[src/design/htsm_pkg.sv]
package htsm_pkg;

  // register indexes on the configuration port
  localparam logic [2:0] REG_MIN_VALID     = 3'd0;
  localparam logic [2:0] REG_MAX_VALID     = 3'd1;
  localparam logic [2:0] REG_EXTRUDE_READY = 3'd2;
  localparam logic [2:0] REG_FAN_ON        = 3'd3;
  localparam logic [2:0] REG_WD_TIMEOUT    = 3'd4;
  localparam logic [2:0] REG_TICK_PERIOD   = 3'd5;

  // register reset values
  localparam logic signed [15:0] MIN_VALID_RST     = 16'sd50;
  localparam logic signed [15:0] MAX_VALID_RST     = 16'sd2900;
  localparam logic signed [15:0] EXTRUDE_READY_RST = 16'sd1700;
  localparam logic signed [15:0] FAN_ON_RST        = 16'sd500;
  localparam logic [29:0]        WD_TIMEOUT_RST    = 30'd20000000;
  localparam logic [19:0]        TICK_PERIOD_RST   = 20'd1000;

  // heating margin 3.0 degrees and required rise 2.0 degrees, in tenths
  localparam logic signed [16:0] RISE_MARGIN = 17'sd30;
  localparam logic signed [16:0] MIN_RISE    = 17'sd20;
  localparam logic [30:0]        TIMER_MAX   = 31'h7FFF_FFFF;

  typedef struct packed {
    logic signed [15:0] measured_temperature;
    logic signed [15:0] requested_temperature;
    logic signed [15:0] pid_drive;
    logic               machine_on;
  } in_item_t;

  typedef struct packed {
    logic signed [15:0] safe_target;
    logic signed [15:0] safe_drive;
    logic               fan_on;
    logic               temperature_ready;
    logic               range_fault;
    logic               watchdog_fault;
  } out_item_t;

  typedef struct packed {
    logic signed [15:0] min_valid_temperature;
    logic signed [15:0] max_valid_temperature;
    logic signed [15:0] extrude_ready_temperature;
    logic signed [15:0] fan_on_temperature;
    logic [29:0]        watchdog_timeout_us;
    logic [19:0]        tick_period_us;
  } cfg_t;

endpackage

[src/design/heater_thermal_safety_monitor_core.sv]
// heater thermal safety monitor, one servo tick per item
// input channel: in_valid / in_stall carrying in_data (measured and requested
//   temperature, pid drive, machine enable); an item is taken when in_valid is
//   high and in_stall is low
// output channel: out_valid / out_stall carrying out_data (gated target and
//   drive, fan, ready, range fault and watchdog fault flags)
// config channel: cfg_valid / cfg_ready with cfg_index and cfg_value;
//   cfg_ready is always high, indexes beyond the register list are ignored
// flow: an accepted item passes the input register, then the result register,
//   before out_valid rises; throughput one item per cycle while the output is
//   not stalled, set by the single watchdog timer accumulate and compare between
//   the two registers
// reset: config registers return to their defaults, the heating timer,
//   baseline and fault latch clear, and both stages empty
// receiver stall: the result register holds its item; an empty input register
//   still takes one more item, after which in_stall rises until the output
//   frees up, so no item is lost or repeated
module heater_thermal_safety_monitor_core import htsm_pkg::*; (
  input  logic        clk,
  input  logic        rst,
  input  logic        in_valid,
  output logic        in_stall,
  input  in_item_t    in_data,
  output logic        out_valid,
  input  logic        out_stall,
  output out_item_t   out_data,
  input  logic        cfg_valid,
  output logic        cfg_ready,
  input  logic [2:0]  cfg_index,
  input  logic [29:0] cfg_value
);

  cfg_t      cfg;
  logic      s1_valid;
  in_item_t  s1_item;
  logic      advance;
  out_item_t result;

  // configuration registers
  assign cfg_ready = 1'b1;

  always_ff @(posedge clk) begin
    if (rst) begin
      cfg.min_valid_temperature     <= MIN_VALID_RST;
      cfg.max_valid_temperature     <= MAX_VALID_RST;
      cfg.extrude_ready_temperature <= EXTRUDE_READY_RST;
      cfg.fan_on_temperature        <= FAN_ON_RST;
      cfg.watchdog_timeout_us       <= WD_TIMEOUT_RST;
      cfg.tick_period_us            <= TICK_PERIOD_RST;
    end else if (cfg_valid && cfg_ready) begin
      unique case (cfg_index)
        REG_MIN_VALID:     cfg.min_valid_temperature     <= cfg_value[15:0];
        REG_MAX_VALID:     cfg.max_valid_temperature     <= cfg_value[15:0];
        REG_EXTRUDE_READY: cfg.extrude_ready_temperature <= cfg_value[15:0];
        REG_FAN_ON:        cfg.fan_on_temperature        <= cfg_value[15:0];
        REG_WD_TIMEOUT:    cfg.watchdog_timeout_us       <= cfg_value;
        REG_TICK_PERIOD:   cfg.tick_period_us            <= cfg_value[19:0];
        default: ;
      endcase
    end
  end

  // pipeline flow control
  assign advance  = s1_valid && (!out_valid || !out_stall);
  assign in_stall = s1_valid && !advance;

  // input register
  always_ff @(posedge clk) begin
    if (rst) begin
      s1_valid <= 1'b0;
    end else if (!in_stall) begin
      s1_valid <= in_valid;
    end
  end

  always_ff @(posedge clk) begin
    if (in_valid && !in_stall) begin
      s1_item <= in_data;
    end
  end

  // tick evaluation and watchdog state
  htsm_step u_step (
    .clk    (clk),
    .rst    (rst),
    .cfg    (cfg),
    .item   (s1_item),
    .fire   (advance),
    .result (result)
  );

  // result register
  always_ff @(posedge clk) begin
    if (rst) begin
      out_valid <= 1'b0;
    end else if (advance) begin
      out_valid <= 1'b1;
    end else if (!out_stall) begin
      out_valid <= 1'b0;
    end
  end

  always_ff @(posedge clk) begin
    if (advance) begin
      out_data <= result;
    end
  end

endmodule

[src/design/htsm_step.sv]
module htsm_step import htsm_pkg::*; (
  input  logic      clk,
  input  logic      rst,
  input  cfg_t      cfg,
  input  in_item_t  item,
  input  logic      fire,
  output out_item_t result
);

  // watchdog state
  logic [30:0]        heat_timer_us;
  logic signed [15:0] baseline_temperature;
  logic               watchdog_fault_latch;

  logic [30:0]        heat_timer_us_next;
  logic signed [15:0] baseline_temperature_next;
  logic               watchdog_fault_latch_next;

  logic signed [16:0] meas_x;
  logic signed [16:0] req_x;
  logic signed [16:0] base_x;
  logic [31:0]        timer_sum;
  logic [30:0]        timer_sat;
  logic               heating;
  logic               expired;
  logic               no_rise;
  logic               trip;
  logic               rfault;

  // widened temperatures for margin compares
  assign meas_x = {item.measured_temperature[15], item.measured_temperature};
  assign req_x  = {item.requested_temperature[15], item.requested_temperature};
  assign base_x = {baseline_temperature[15], baseline_temperature};

  // heating request and timer advance
  assign heating   = item.machine_on && (req_x > meas_x + RISE_MARGIN);
  assign timer_sum = {1'b0, heat_timer_us} + {12'b0, cfg.tick_period_us};
  assign timer_sat = timer_sum[31] ? TIMER_MAX : timer_sum[30:0];
  assign expired   = timer_sat >= {1'b0, cfg.watchdog_timeout_us};
  assign no_rise   = meas_x < base_x + MIN_RISE;
  assign trip      = heating && expired && no_rise;

  assign rfault = (item.measured_temperature < cfg.min_valid_temperature) ||
                  (item.measured_temperature > cfg.max_valid_temperature);

  // next watchdog state
  always_comb begin
    heat_timer_us_next        = 31'd0;
    baseline_temperature_next = item.measured_temperature;
    watchdog_fault_latch_next = 1'b0;
    if (heating) begin
      watchdog_fault_latch_next = watchdog_fault_latch | (expired && no_rise);
      if (!expired) begin
        heat_timer_us_next        = timer_sat;
        baseline_temperature_next = baseline_temperature;
      end
    end
  end

  always_ff @(posedge clk) begin
    if (rst) begin
      heat_timer_us        <= 31'd0;
      baseline_temperature <= 16'sd0;
      watchdog_fault_latch <= 1'b0;
    end else if (fire) begin
      heat_timer_us        <= heat_timer_us_next;
      baseline_temperature <= baseline_temperature_next;
      watchdog_fault_latch <= watchdog_fault_latch_next;
    end
  end

  // result fields
  always_comb begin
    result.safe_target       = item.machine_on ? item.requested_temperature : 16'sd0;
    result.safe_drive        = (!item.machine_on || rfault || trip) ? 16'sd0
                                                                    : item.pid_drive;
    result.fan_on            = item.measured_temperature > cfg.fan_on_temperature;
    result.temperature_ready = item.measured_temperature >= cfg.extrude_ready_temperature;
    result.range_fault       = rfault;
    result.watchdog_fault    = watchdog_fault_latch_next;
  end

endmodule

[config.mk]
export PLATFORM = sky130hd
export DESIGN_NAME = heater_thermal_safety_monitor_core
export DESIGN_NICKNAME = d
export VERILOG_FILES = /design/src/design/htsm_pkg.sv /design/src/design/heater_thermal_safety_monitor_core.sv /design/src/design/htsm_step.sv
export SDC_FILE = /design/constraint.sdc
export NUM_CORES = 1
export LEC_CHECK = 0
export BUFFER_PORTS_ARGS = -buffer_cell sky130_fd_sc_hd__buf_2
export CORE_UTILIZATION = 50
export CTS_BUF_LIST = sky130_fd_sc_hd__clkbuf_4 sky130_fd_sc_hd__clkbuf_8
export DETAILED_ROUTE_END_ITERATION = 6
export PLACE_DENSITY_LB_ADDON = 0.2
export SKIP_CTS_REPAIR_TIMING = 1
export SYNTH_ARGS = -nofsm -noshare
export SYNTH_HDL_FRONTEND = slang
export SYNTH_SLANG_ARGS = --single-unit
export TNS_END_PERCENT = 20
[constraint.sdc]
create_clock -name clk -period 4.6 [get_ports clk]
set_input_delay 0.23 -clock clk [delete_from_list [all_inputs] [get_ports clk]]
set_output_delay 0.23 -clock clk [all_outputs]
set_load 0.01 [all_outputs]
---- After elaboration in Yosys (flattened, before gate mapping) ----
Cells that the tools add are included.
storage, ports and cells
  flip-flop bits (word level) ............. 249
  memory bits (read-only) ................. 0
  memories kept ........................... 0
  bits in latches ......................... 0
  bits of input ports ..................... 87
  output and inout port bits .............. 39
  RAM bits ................................ 0
  word-level logic and storage cells ...... 71
operators by class
  $lt $le $gt $ge ......................... 7
  div/mod/pow operators ................... 0
  multiplexer cells ....................... 8
  equality and inequality tests ........... 7
  reductions and logical operators ........ 24
  bitwise operators ....................... 1
  shift-type cells ........................ 0
  $mul .................................... 0
  add/sub/neg operators ................... 3
operator list
  cell                   number
  $mux 31                3
  $add 16x6->17 const B  2
  $add 31x20->32         1
  $gt 16x16->1           2
  $mux 16                2
  $ge 31x30->1           1
  $gt 16x17->1           1
  $lt 16x17->1           1
  $ge 16x16->1           1
  $lt 16x16->1           1
  $reduce_and 2->1       7
  $logic_and 1x1->1      7
  $eq 3x2->1 const B     2
  $eq 3x3->1 const B     2
  $logic_not 1->1        5
  $logic_or 1x1->1       4
  $eq 3x1->1 const B     1
  $logic_not 3->1        1
  $mux 1                 3
  $ne 2x1->1 const B     1
  $ne 2x2->1 const B     1
  $or 1x1->1             1

---- Depth between registers and ports, before layout ----
  word-level depth ........................ 7
  mapped depth ............................ 23
  mapped depth without buffers ............ 20

---- Hierarchy ----
From an unflattened synthesis, not the netlist that was laid out.
unflattened totals
  cell total of the unflattened synthesis .. 1424
  area, all modules ....................... 14067.2 um^2
modules (own cells, without submodules)
  module                              area each (um^2)  times used  cells an instance
  heater_thermal_safety_monitor_core  7219.4            1           527
  htsm_step                           6847.8            1           897

---- Worst setup path after synthesis ----
No wires, ideal clock.
  kind .................................... reg2reg
  start ................................... register, netlist name cfg[8]
  end ..................................... register out_data[10] in the netlist's numbering, data pin
  arrival time ............................ 4.311 ns
  setup time .............................. 0.257 ns
  path slack .............................. 0.033 ns
  cell stages (with the launch flop) ...... 21
  buffers on the path ..................... 3
  cell sequence ........................... dfxtp_1 -> ha_1 -> a21o_1 -> a221o_1 -> a221oi_4 -> a211oi_1 -> or2_2 -> clkbuf_1 -> nand2_1 -> mux2_2 -> ha_1 -> nand4_1 -> nor4_1 -> a221oi_1 -> o21ai_0 -> a31oi_1 -> and4b_1 -> buf_4 -> o21bai_2 -> buf_2 -> nor2_1
on the way
  word-level cells in the longest chain between the ends .. 6
RTL lines
  item                             RTL line                                   text
  $add 31x20->32                   htsm_step.sv:37                            assign timer_sum = {1'b0, heat_timer_us} + {12'b0, cfg.tick_period_us};
  $mux 31                          htsm_step.sv:38                            assign timer_sat = timer_sum[31] ? TIMER_MAX : timer_sum[30:0];
  $ge 31x30->1                     htsm_step.sv:39                            assign expired = timer_sat >= {1'b0, cfg.watchdog_timeout_us};
  $logic_and 1x1->1 (2 in series)  htsm_step.sv:41                            assign trip = heating && expired && no_rise;
  $logic_or 1x1->1                 htsm_step.sv:75                            result.safe_drive = (!item.machine_on || rfault || trip) ? 16'sd0
  end signal: assignment           heater_thermal_safety_monitor_core.sv:105  out_data <= result;
  end: declaration                 heater_thermal_safety_monitor_core.sv:26   output out_item_t out_data,
Every way passes these cells.
A chain may end at the register's enable or synchronous reset.

==> results.yml <==
run_status:
  status: "finished clean"
layout:
  area_growth_pct: 24.3
  drive_gt1_share_pct: 18.1
  n_antenna_cell: 0
  final_nets: 2037
  final_cell_area_um2: 17300
run:
  cap_violations: 0
global_routing:
  grt_first_pass_wirelength_um: 56500
  grt.total_usage_pct: 25.1
  overflow: 0
  grt_start_max_net_pins: 87
  grt_pass1_vias: 11164
  met2_usage_pct: 44.2
  antenna_found_initial: 0
  top_usage_layer: "met2"
  met1_usage_pct: 31.3
  use_met3_pct: 3.53
sta:
  worst_slack_ns: 0.0971
  rsz0062_at_grt: "true"
  fmax_ghz: 0.222
  worst_pin_slew_ns: 1.16
  hold_violations: 0
  fin_crit_sh_pct: 97.9
  setup_viol: 0
  clock_skew_ns: 0.0350
  drv_slew: 0
  finalCriticalPeriod_ns: 4.50
  slew_headroom_pct: 22.1
floorplan:
  die-area_um2: 28400
  row_count: 60
  die_h_um: 169
  die_x_um: 169
  start_util_pct: 51.2
  core_area_um2: 27100
  pin_count: 126
detailed_routing:
  antenna_left: 0
  viasPerCell: 5.53
  routed_wl_um: 38300
  vias: 12196
  remaining_drc_errors: 0
  drt-initial-drc-count: 700
  firstDrtPassIters: 7
  avgRoutedWirePerCell_um: 17.4
placement:
  hpwl_um: 25100
  place_area_um2: 15200
  place_ws_ns: -0.0520
  place.gp.congestion: 0.909
  numPortBuffers: 124
synth:
  syn_inst: 1552
  synth-seq-cells: 249
  ys_types: 65
  synthFlopType: "dfxtp_1"
  synthArstFlopShare_pct: 0
  yosys_warnings: 0
  synth_fp_nets: 1788
  synth_edf_count: 85
  seq_area_frac_synth_pct: 42.0
  postSynthAreaPerCell_um2: 8.94
  syn-cell-area_um2: 13900
clock_network:
  cts_buffer_depth: 3
  clk-insertion-delay-late_ns: 0.58
  numCtsBuffers: 44
  clk_pin_slew_ns: 0.06
  htree_levels: 2
  cts_tree: "built"
  cts-root-buf: "clkbuf_8"
  cts_sinks: 249
worst_setup_path:
  cp-start-kind: "flop"
  crit_path_end_kind: "flop"
  cp_max_fo: 7
  cp.arrival_ns: 4.81
  required_ns: 4.91
  critPathKind: "flop to flop"
power_and_ir_drop:
  ir_drop_uv: 266
  internal-power_uw: 3900
  p_switching_uw: 1400
  switching_share_pct: 26.4
  power_leakage_uw: 0.00735
  p_seq_share_pct: 45.9
  clkPwrFrac_pct: 40.8
  power_frac_comb_pct: 13.3
  power_density_nw_per_um2: 307
worst_hold_path:
  hold_class: "input pin to flop"
## stage by stage
stage	setup TNS (ns)	total power, µW	utilization, %	cells	hold slack [ns]
4_1_cts	-2.47	5240	59.3	2114	-0.203
2_1_floorplan	0	2850	-	1552	0.329
3_3_place_gp	0	3070	55.9	2035	0.406
3_5_place_dp	-1.02	3090	55.9	2035	0.408
5_1_grt	-3.27	5510	63.7	2206	-0.000705
6_report	0	5300	63.7	2206	0.00663
## flip-flops by register name, indices dropped and copies added, names as in the netlist
| name | flops |
|---|---|
| u_step.watchdog_fault_latch | 1 |
| u_step.baseline_temperature | 16 |
| s1_item | 49 |
| s1_valid | 1 |
| u_step.heat_timer_us | 31 |
| out_valid | 1 |
| out_data | 36 |
| cfg | 114 |
## power groups by stage
stage / registers, µW / clock network (µW) / logic (µW)
2_1_floorplan: 2460 / 0 / 382
3_3_place_gp: 2470 / 0 / 601
3_5_place_dp: 2470 / 0 / 617
4_1_cts: 2430 / 2200 / 622
5_1_grt: 2440 / 2290 / 782
6_report: 2430 / 2160 / 703
## kinds of logic after synthesis
kind of cell,after synthesis,share of synthesized area [%]
flip-flops,249,42.0
XOR/XNOR,45,2.84
other,1,0.0270
buffers and inverters,180,5.17
adder cells (fa/ha/maj),149,13.5
AND/OR/NAND/NOR,562,18.5
AO/OA/AOI/OAI,345,16.3
multiplexers,21,1.55
## path summary, 6_finish.rpt
check	start	to	slack, ns	depth (start not counted)
min reg2reg	cfg[25]	cfg[25]	0.45	2
max reg2reg	cfg[1]	out_data[0]	0.1	21
min	cfg_value[5]	cfg[25]	0.007	3
max	cfg[1]	out_data[0]	0.1	21
## layout make-up
cell class | instances | area (µm²)
clock buffer | 64 | 787
clock inverter | 15 | 133
fill | 2312 | 9850
inverter | 113 | 424
multi-input combinational | 1123 | 7560
sequential | 249 | 5850
tap | 372 | 465
timing repair buffer | 270 | 2040
## cells in the final DEF, fill, tap and decap left out, drive strengths merged, types with 25 or more instances in the layout
master	n
a21o	30
xnor2	27
ha	148
nand3	29
buf	188
and3	25
dlygate4sd3	79
edfxtp	85
a21oi	126
dfxtp	164
o21ai	44
nand2	304
o211ai	35
inv	114
nor2	64
clkbuf	67
## synth_stat cells (all sizes together) (7+ instances only)
cell type / count / area share [%]
a211oi: 17 / 0.92
a32oi: 16 / 1.0
a22o: 24 / 1.5
xnor2: 27 / 1.7
nor3b: 17 / 0.92
ha: 148 / 13
dfxtp: 164 / 24
buf: 15 / 0.70
clkbuf: 52 / 1.4
o211ai: 35 / 1.9
edfxtp: 85 / 18
nor2b: 16 / 0.72
and2: 23 / 1.0
xor2: 18 / 1.1
mux2i: 17 / 1.2
and3: 25 / 1.1
a31oi: 7 / 0.32
nor4: 9 / 0.41
a21oi: 126 / 4.5
nand3: 29 / 1.0
inv: 113 / 3.1
nand2: 304 / 8.2
nand2b: 10 / 0.45
nand4: 24 / 1.1
a21o: 30 / 1.6
o21a: 10 / 0.54
nor3: 21 / 0.76
o21ai: 44 / 1.6
nor2: 64 / 1.7
## metal layers
metal / up-vias / wire length (µm)
li1: 5983 / -
met1: 5810 / 16300
met2: 322 / 19200
met3: 81 / 1770
met4: 0 / 975
met5: - / 0
## critical path, cell delays in order (launching register included)
cell and delay (ns):
dfxtp_1 0.31, ha_1 0.32, a211oi_2 0.32, buf_4 0.17
o21bai_1 0.06, a21oi_1 0.18, o21bai_1 0.09, a21oi_1 0.22
mux2_2 0.36, o21ai_1 0.19, ha_1 0.28, nand4_1 0.16
nor4_1 0.06, buf_4 0.13, nor3_1 0.18, o211ai_1 0.21
a31oi_1 0.25, and4b_2 0.30, buf_4 0.13, clkbuf_16 0.13
nor2_1 0.04, o21a_1 0.16
(Power assumes the default switching activity.)
